## src/rtl/mkd_pkg.sv

```systemverilog
// types, constants and the code table of the morse key decoder
package mkd_pkg;

  localparam int unsigned CNT_W        = 16;
  localparam int unsigned CFG_W        = 16;
  localparam int unsigned NUM_LETTERS  = 26;
  localparam int unsigned MAX_CODE_LEN = 4;
  localparam int unsigned LETTER_W     = 5;

  localparam logic [CFG_W-1:0] DASH_TICKS_RST = 16'd100;
  localparam logic [CFG_W-1:0] LETTER_GAP_RST = 16'd500;
  localparam logic [CFG_W-1:0] WORD_GAP_RST   = 16'd700;

  typedef enum logic [1:0] {
    REG_DASH_TICKS = 2'd0,
    REG_LETTER_GAP = 2'd1,
    REG_WORD_GAP   = 2'd2
  } cfg_reg_t;

  typedef enum logic [1:0] {
    EV_NONE    = 2'd0,
    EV_LETTER  = 2'd1,
    EV_INVALID = 2'd2,
    EV_SPACE   = 2'd3
  } event_kind_t;

  typedef struct packed {
    logic                found;
    logic [LETTER_W-1:0] index;
  } decode_t;

  // length and dash bits of a through z, bit i set when symbol i is a dash
  localparam logic [2:0] CODE_LEN [NUM_LETTERS] = '{
    3'd2, 3'd4, 3'd4, 3'd3, 3'd1, 3'd4,
    3'd3, 3'd4, 3'd2, 3'd4, 3'd3, 3'd4,
    3'd2, 3'd2, 3'd3, 3'd4, 3'd4, 3'd3,
    3'd3, 3'd1, 3'd3, 3'd4, 3'd3, 3'd4,
    3'd4, 3'd4
  };

  localparam logic [MAX_CODE_LEN-1:0] CODE_BITS [NUM_LETTERS] = '{
    4'h2, 4'h1, 4'h5, 4'h1, 4'h0, 4'h4,
    4'h3, 4'h0, 4'h0, 4'hE, 4'h5, 4'h2,
    4'h3, 4'h1, 4'h7, 4'h6, 4'hB, 4'h2,
    4'h0, 4'h1, 4'h4, 4'h8, 4'h6, 4'h9,
    4'hD, 4'h3
  };

  function automatic decode_t decode_code(input logic [2:0] len,
                                          input logic [MAX_CODE_LEN-1:0] bits);
    decode_t res;
    res.found = 1'b0;
    res.index = '0;
    for (int i = NUM_LETTERS - 1; i >= 0; i--) begin
      if (CODE_LEN[i] == len && CODE_BITS[i] == bits) begin
        res.found = 1'b1;
        res.index = LETTER_W'(i);
      end
    end
    return res;
  endfunction

endpackage

```

## src/rtl/morse_key_decoder.sv

```systemverilog
// morse key decoder: press and gap timing, symbol store, letter decode
// a result is valid in the cycle after its key sample is accepted
// throughput: one key sample per cycle while sample_stall is low, set by the single state update per sample
// a held result stalls new samples only while result_stall is high
// reset: synchronous, clears counters, symbol store and result valid and
// restores the thresholds to 100, 500 and 700 ticks
module morse_key_decoder #(
  parameter int unsigned MAX_SYMBOLS = 5
) (
  input  logic                          clk,
  input  logic                          rst,
  input  logic                          cfg_write,
  input  logic [1:0]                    cfg_index,
  input  logic [mkd_pkg::CFG_W-1:0]     cfg_data,
  input  logic                          sample_valid,
  output logic                          sample_stall,
  input  logic                          key_down,
  output logic                          result_valid,
  input  logic                          result_stall,
  output logic                          led_on,
  output mkd_pkg::event_kind_t          event_kind,
  output logic [mkd_pkg::LETTER_W-1:0]  letter_index
);
  import mkd_pkg::*;

  localparam int unsigned SC_W = $clog2(MAX_SYMBOLS + 1);
  localparam logic [SC_W-1:0] SC_MAX  = SC_W'(MAX_SYMBOLS);
  localparam logic [SC_W-1:0] SC_CODE = SC_W'(MAX_CODE_LEN);
  localparam logic [CNT_W-1:0] CNT_SAT = '1;

  logic [CFG_W-1:0] dash_ticks;
  logic [CFG_W-1:0] letter_gap;
  logic [CFG_W-1:0] word_gap;

  logic [CNT_W-1:0]        press_count, press_count_next;
  logic [CNT_W-1:0]        gap_count, gap_count_next;
  logic                    was_pressed, was_pressed_next;
  logic                    letter_done, letter_done_next;
  logic                    dash_flag, dash_flag_next;
  logic [MAX_CODE_LEN-1:0] symbol_bits, symbol_bits_next;
  logic [SC_W-1:0]         symbol_count, symbol_count_next;

  event_kind_t             kind_next;
  logic [LETTER_W-1:0]     letter_next;
  decode_t                 dec;
  logic                    accept;

  assign sample_stall = result_valid && result_stall;
  assign accept       = sample_valid && !sample_stall;

  always_ff @(posedge clk) begin
    if (rst) begin
      dash_ticks <= DASH_TICKS_RST;
      letter_gap <= LETTER_GAP_RST;
      word_gap   <= WORD_GAP_RST;
    end else if (cfg_write) begin
      unique case (cfg_index)
        REG_DASH_TICKS: dash_ticks <= cfg_data;
        REG_LETTER_GAP: letter_gap <= cfg_data;
        REG_WORD_GAP:   word_gap   <= cfg_data;
        default: ;
      endcase
    end
  end

  always_comb begin
    press_count_next  = press_count;
    gap_count_next    = gap_count;
    was_pressed_next  = was_pressed;
    letter_done_next  = letter_done;
    symbol_bits_next  = symbol_bits;
    symbol_count_next = symbol_count;
    kind_next         = EV_NONE;
    letter_next       = '0;
    dec               = '0;

    if (!key_down) begin
      press_count_next = '0;
      if (gap_count != CNT_SAT) begin
        gap_count_next = gap_count + CNT_W'(1);
      end
      if (was_pressed) begin
        was_pressed_next = 1'b0;
        if (symbol_count < SC_MAX) begin
          if (dash_flag && symbol_count < SC_CODE) begin
            symbol_bits_next[symbol_count[1:0]] = 1'b1;
          end
          symbol_count_next = symbol_count + SC_W'(1);
        end
      end
    end else begin
      gap_count_next   = '0;
      letter_done_next = 1'b0;
      was_pressed_next = 1'b1;
      if (press_count != CNT_SAT) begin
        press_count_next = press_count + CNT_W'(1);
      end
    end

    // decode the store when the gap reaches letter_gap; letter_done holds it off until a key press or a word space
    if (letter_gap <= gap_count_next && gap_count_next <= word_gap && !letter_done_next) begin
      if (symbol_count_next != '0 && symbol_count_next <= SC_CODE) begin
        dec = decode_code(symbol_count_next[2:0], symbol_bits_next);
      end
      press_count_next = '0;
      if (dec.found) begin
        kind_next   = EV_LETTER;
        letter_next = dec.index;
      end else begin
        kind_next = EV_INVALID;
      end
      symbol_bits_next  = '0;
      symbol_count_next = '0;
      letter_done_next  = 1'b1;
    end

    if (gap_count_next > word_gap) begin
      press_count_next = '0;
      gap_count_next   = '0;
      letter_done_next = 1'b0;
      kind_next        = EV_SPACE;
      letter_next      = '0;
    end

    dash_flag_next = press_count_next > dash_ticks;
  end

  always_ff @(posedge clk) begin
    if (rst) begin
      press_count  <= '0;
      gap_count    <= '0;
      was_pressed  <= 1'b0;
      letter_done  <= 1'b0;
      dash_flag    <= 1'b0;
      symbol_bits  <= '0;
      symbol_count <= '0;
    end else if (accept) begin
      press_count  <= press_count_next;
      gap_count    <= gap_count_next;
      was_pressed  <= was_pressed_next;
      letter_done  <= letter_done_next;
      dash_flag    <= dash_flag_next;
      symbol_bits  <= symbol_bits_next;
      symbol_count <= symbol_count_next;
    end
  end

  // result register
  always_ff @(posedge clk) begin
    if (rst) begin
      result_valid <= 1'b0;
    end else if (accept) begin
      result_valid <= 1'b1;
    end else if (!result_stall) begin
      result_valid <= 1'b0;
    end
  end

  always_ff @(posedge clk) begin
    if (accept) begin
      led_on       <= dash_flag_next;
      event_kind   <= kind_next;
      letter_index <= letter_next;
    end
  end

`ifndef SYNTHESIS
  a_accept_gives_result: assert property (@(posedge clk) disable iff (rst)
    accept |=> result_valid)
    else $error("accepted sample produced no result");

  a_letter_in_range: assert property (@(posedge clk) disable iff (rst)
    result_valid && event_kind == EV_LETTER |-> letter_index < LETTER_W'(NUM_LETTERS))
    else $error("letter index out of range");

  a_symbol_count_bound: assert property (@(posedge clk) disable iff (rst)
    symbol_count <= SC_MAX)
    else $error("symbol count beyond its limit");

  a_space_clears_gap: assert property (@(posedge clk) disable iff (rst)
    accept && kind_next == EV_SPACE |=> gap_count == '0 && press_count == '0 && !dash_flag)
    else $error("word space did not restart the counters");

  a_led_matches_flag: assert property (@(posedge clk) disable iff (rst)
    accept |=> led_on == dash_flag)
    else $error("led disagrees with the dash flag");
`endif

endmodule
```

## config.mk

```make
export PLATFORM = sky130hd
export DESIGN_NAME = morse_key_decoder
export DESIGN_NICKNAME = d
export VERILOG_FILES = /design/src/rtl/mkd_pkg.sv /design/src/rtl/morse_key_decoder.sv
export SDC_FILE = /design/constraint.sdc
export NUM_CORES = 1
export LEC_CHECK = 0
export BUFFER_PORTS_ARGS = -buffer_cell sky130_fd_sc_hd__buf_4
export CORE_MARGIN = 2
export CORE_UTILIZATION = 45
export CTS_BUF_LIST = sky130_fd_sc_hd__clkbuf_4 sky130_fd_sc_hd__clkbuf_8
export CTS_CLUSTER_DIAMETER = 60
export DETAILED_ROUTE_END_ITERATION = 8
export PLACE_DENSITY = 0.6
export SYNTH_ARGS = -nofsm -noshare
export SYNTH_HDL_FRONTEND = slang
export SYNTH_SLANG_ARGS = --single-unit
```

## constraint.sdc

```tcl
create_clock -name clk -period 12.1 [get_ports clk]
set_input_delay 1.815 -clock clk [delete_from_list [all_inputs] [get_ports clk]]
set_output_delay 1.815 -clock clk [all_outputs]
set_load 0.02 [all_outputs]
```

==> flow_metrics.py <==
metrics = {
    "grt": {
        "antenna_found_initial": 0,
        "first_global_vias": 5587,
        "grtUsageTotal": 0.220,
        "grt_remaining_overflow": 0,
        "grt_pass1_wl_um": 28300,
        "grt_start_max_net_pins": 73,
    },
    "logic_synthesis": {
        "synth_top_area_share": 0.279,
        "ys_top_cells_by_count": "139 x nand2_1, 91 x dfxtp_1, 82 x a21oi_1",
        "synth_area_leaders": "dfxtp_1 28%, ha_1 11%, nand2_1 8.0%",
        "syn_area_um2": 6540,
        "avgSynthCellArea_um2": 7.69,
        "postSynthCellCount": 850,
        "synth.yosys.seq_area_share": 0.315,
        "ys_warn_count": 0,
        "yosysUniqueCellTypes": 80,
        "synth_top_cell_by_area": "dfxtp_1",
        "synthesis.nets": 929,
        "ys_ff_latch": 99,
        "synth_edf_count": 8,
        "synthArstFlopShare": 0,
        "yosys_most_used_dff": "dfxtp_1",
        "yosys.cell_count.top_type": "nand2_1",
    },
    "sta": {
        "worst_slack_ns": 6.05,
        "grt_setup_unrepaired": "no",
        "setup_violations": 0,
        "setup_tns_ns": 0,
        "maxSlewHeadroom": 0.145,
        "hold_viol": 0,
        "worst_pin_slew_ns": 1.28,
        "clock_skew_ns": 0.0141,
        "final_max_slew_viol_count": 0,
        "min_period_ns": 6.05,
        "fmax_ghz": 0.165,
        "fin_crit_sh": 0.500,
    },
    "die": {
        "chipWidth_um": 125,
        "dieHeight_um": 125,
        "die_area_um2": 15500,
        "ios": 34,
        "core_area_um2": 14400,
        "rows": 44,
        "initial_core_util": 0.455,
    },
    "finish": {
        "multiInputGateArea_um2": 4050,
        "area_growth_pct": 7.70,
        "drive_above_1_share": 0.0958,
        "num_antenna_cells": 0,
        "regArea_um2": 2060,
        "fin_nets": 930,
        "fill_cells": 1408,
    },
    "pwr": {
        "peakVddDrop_mv": 0.0630,
        "powerDensity_nw_per_um2": 93.5,
        "leakage_nw": 2.83,
    },
    "clocking": {
        "post_cts_resize_count": 0,
        "cts.sinks": 99,
        "h-tree-depth": 3,
        "cts_root_buf": "clkbuf_8",
        "clk_latency_ns": 0.40,
        "cts_buffer_depth": 2,
        "numCtsBuffers": 9,
        "clk_pin_slew_ns": 0.12,
        "ctsHoldBuffers": 0,
        "cts_tree": "done",
        "postCtsSetupBuffers": 0,
    },
    "critical_path": {
        "path_class": "reg -> reg",
        "cp_max_fo": 28,
        "critPathRequiredTime_ns": 12.40,
        "cp_data_arrival_time_ns": 6.36,
        "endpoint_kind": "register",
        "critPathSlowestCell": "o311ai_1",
        "startpoint_type": "register",
        "r2r_setup_slack_ns": 6.05,
        "critPathMaxStageDelay_ns": 0.75,
        "crit_chain": "nand4_1 -> or3_1 -> nor3_1 -> nand2_1 -> a21oi_1 -> inv_1 -> ha_1 -> a21oi_1 -> o21a_1 -> o311ai_1 -> nand4b_4 -> a21oi_1 -> ha_1 -> nor2b_1 -> o21a_1 -> o21a_1 -> o21ai_0 -> a211oi_1 -> o31a_1 -> a31o_2",
    },
    "outcome": {
        "status": "finished, final reports clean",
    },
    "route": {
        "drc": 0,
        "avgRoutedWirePerCell_um": 16.4,
        "vias_per_cell": 5.81,
        "postRouteAntennaNets": 0,
        "totalWireLength_um": 17100,
        "num_vias": 6046,
        "first_iter_violations": 441,
        "drtPass1Iterations": 5,
    },
    "placement": {
        "pre_cts_slack_ns": 5.82,
        "numPortBuffers": 33,
        "dp_hpwl_um": 12500,
        "gp_congestion": 0.896,
    },
    "run": {
        "cap_violations": 0,
    },
    "worst_hold_path": {
        "hp-class": "reg -> reg",
    },
}
## final timing paths
check | from | endpoint | depth (start not counted)
worst max-delay path | gap_count[7] | dash_flag | 20
worst min-delay path | dash_ticks[11] | dash_ticks[11] | 2
worst max register to register | gap_count[7] | dash_flag | 20
worst min register to register | dash_ticks[11] | dash_ticks[11] | 2
## flip-flops by register name, summed over array words and instances (netlist names), 2 cells and up
signal / flops
dash_ticks: 16
gap_count: 16
letter_gap: 16
press_count: 16
word_gap: 16
letter_index: 5
symbol_bits: 4
symbol_count: 3
event_kind: 2
## report_power, final
part	switching, mW	internal (mW)	leakage (nW)	total, mW
registers	0.00605	0.339	0.819	0.345
logic	0.0520	0.0289	1.91	0.0809
clock network	0.146	0.0859	0.108	0.232
total	0.204	0.454	2.83	0.658
## cell type report
| type | count | share of cell area |
|---|---|---|
| Multi-Input combinational cell | 644 | 0.575 |
| Sequential cell | 99 | 0.293 |
| Timing Repair Buffer | 34 | 0.0363 |
| Inverter | 63 | 0.0336 |
| Tap cell | 184 | 0.0327 |
| Clock buffer | 9 | 0.0176 |
| Clock inverter | 7 | 0.0123 |
## cell families (layout without fill, tap and decap cells)
group                      Yosys count  after routing  synth area share
AOI/OAI and AO/OA                  228            228             0.237
xor gates and xnor gates            18             18            0.0241
adders and majority gates           55             55             0.105
buffers and inverters              107            113            0.0664
DFF                                 99             99             0.315
muxes                                2              2           0.00306
and+or+nand+nor                    341            341             0.248
## cell usage in the layout (no fill, tap or decap), types with 8 or more instances in the layout
| cell type | Yosys | routed |
|---|---|---|
| dfxtp_1 | 91 | 91 |
| inv_1 | 62 | 62 |
| nor2_1 | 76 | 76 |
| buf_4 | 0 | 34 |
| nand3_1 | 22 | 22 |
| o21a_1 | 16 | 16 |
| nand4_1 | 16 | 16 |
| clkbuf_8 | 0 | 9 |
| and3_1 | 20 | 20 |
| a21o_1 | 12 | 12 |
| nor4_1 | 8 | 8 |
| xnor2_1 | 10 | 10 |
| a31oi_1 | 8 | 8 |
| o31ai_1 | 10 | 10 |
| nor3_1 | 13 | 13 |
| o21ai_0 | 27 | 27 |
| a21oi_1 | 82 | 82 |
| nand2_1 | 139 | 139 |
| a22oi_1 | 15 | 15 |
| edfxtp_1 | 8 | 8 |
| ha_1 | 55 | 55 |
| xor2_1 | 8 | 8 |
## per-stage QoR
step / hold slack [ns] / utilization / instances / instance area [um^2] / total power, mW
after floorplan: 0.436 / - / 850 / 6540 / 0.406
after global placement: 0.445 / 0.475 / 1024 / 6830 / 0.431
after detailed placement: 0.450 / 0.475 / 1024 / 6830 / 0.433
after CTS: 0.465 / 0.490 / 1040 / 7040 / 0.666
after global routing: 0.489 / 0.490 / 1040 / 7040 / 0.686
final: 0.462 / 0.490 / 1040 / 7040 / 0.658
## routing by layer
metal  part of all wire  global-route usage  wire (um)  vias to the layer above
met5                  0                   0          0                        -
met4              0.016              0.0648        271                        0
met3              0.041              0.0249        698                       22
met2               0.46               0.356       7840                      151
met1               0.48               0.309       8290                     2862
li1                   -                   -          -                     3011
## worst max-delay path, delay by kind of cell, from the launching register on
kind / cells / cell delay [ns]
compound gates: 11 / 2.74
fa+ha+maj: 2 / 0.58
buf+inv: 1 / 0.09
flops: 1 / 0.46
simple gates: 6 / 2.10
Note: power is estimated with default switching activity, not from simulation.
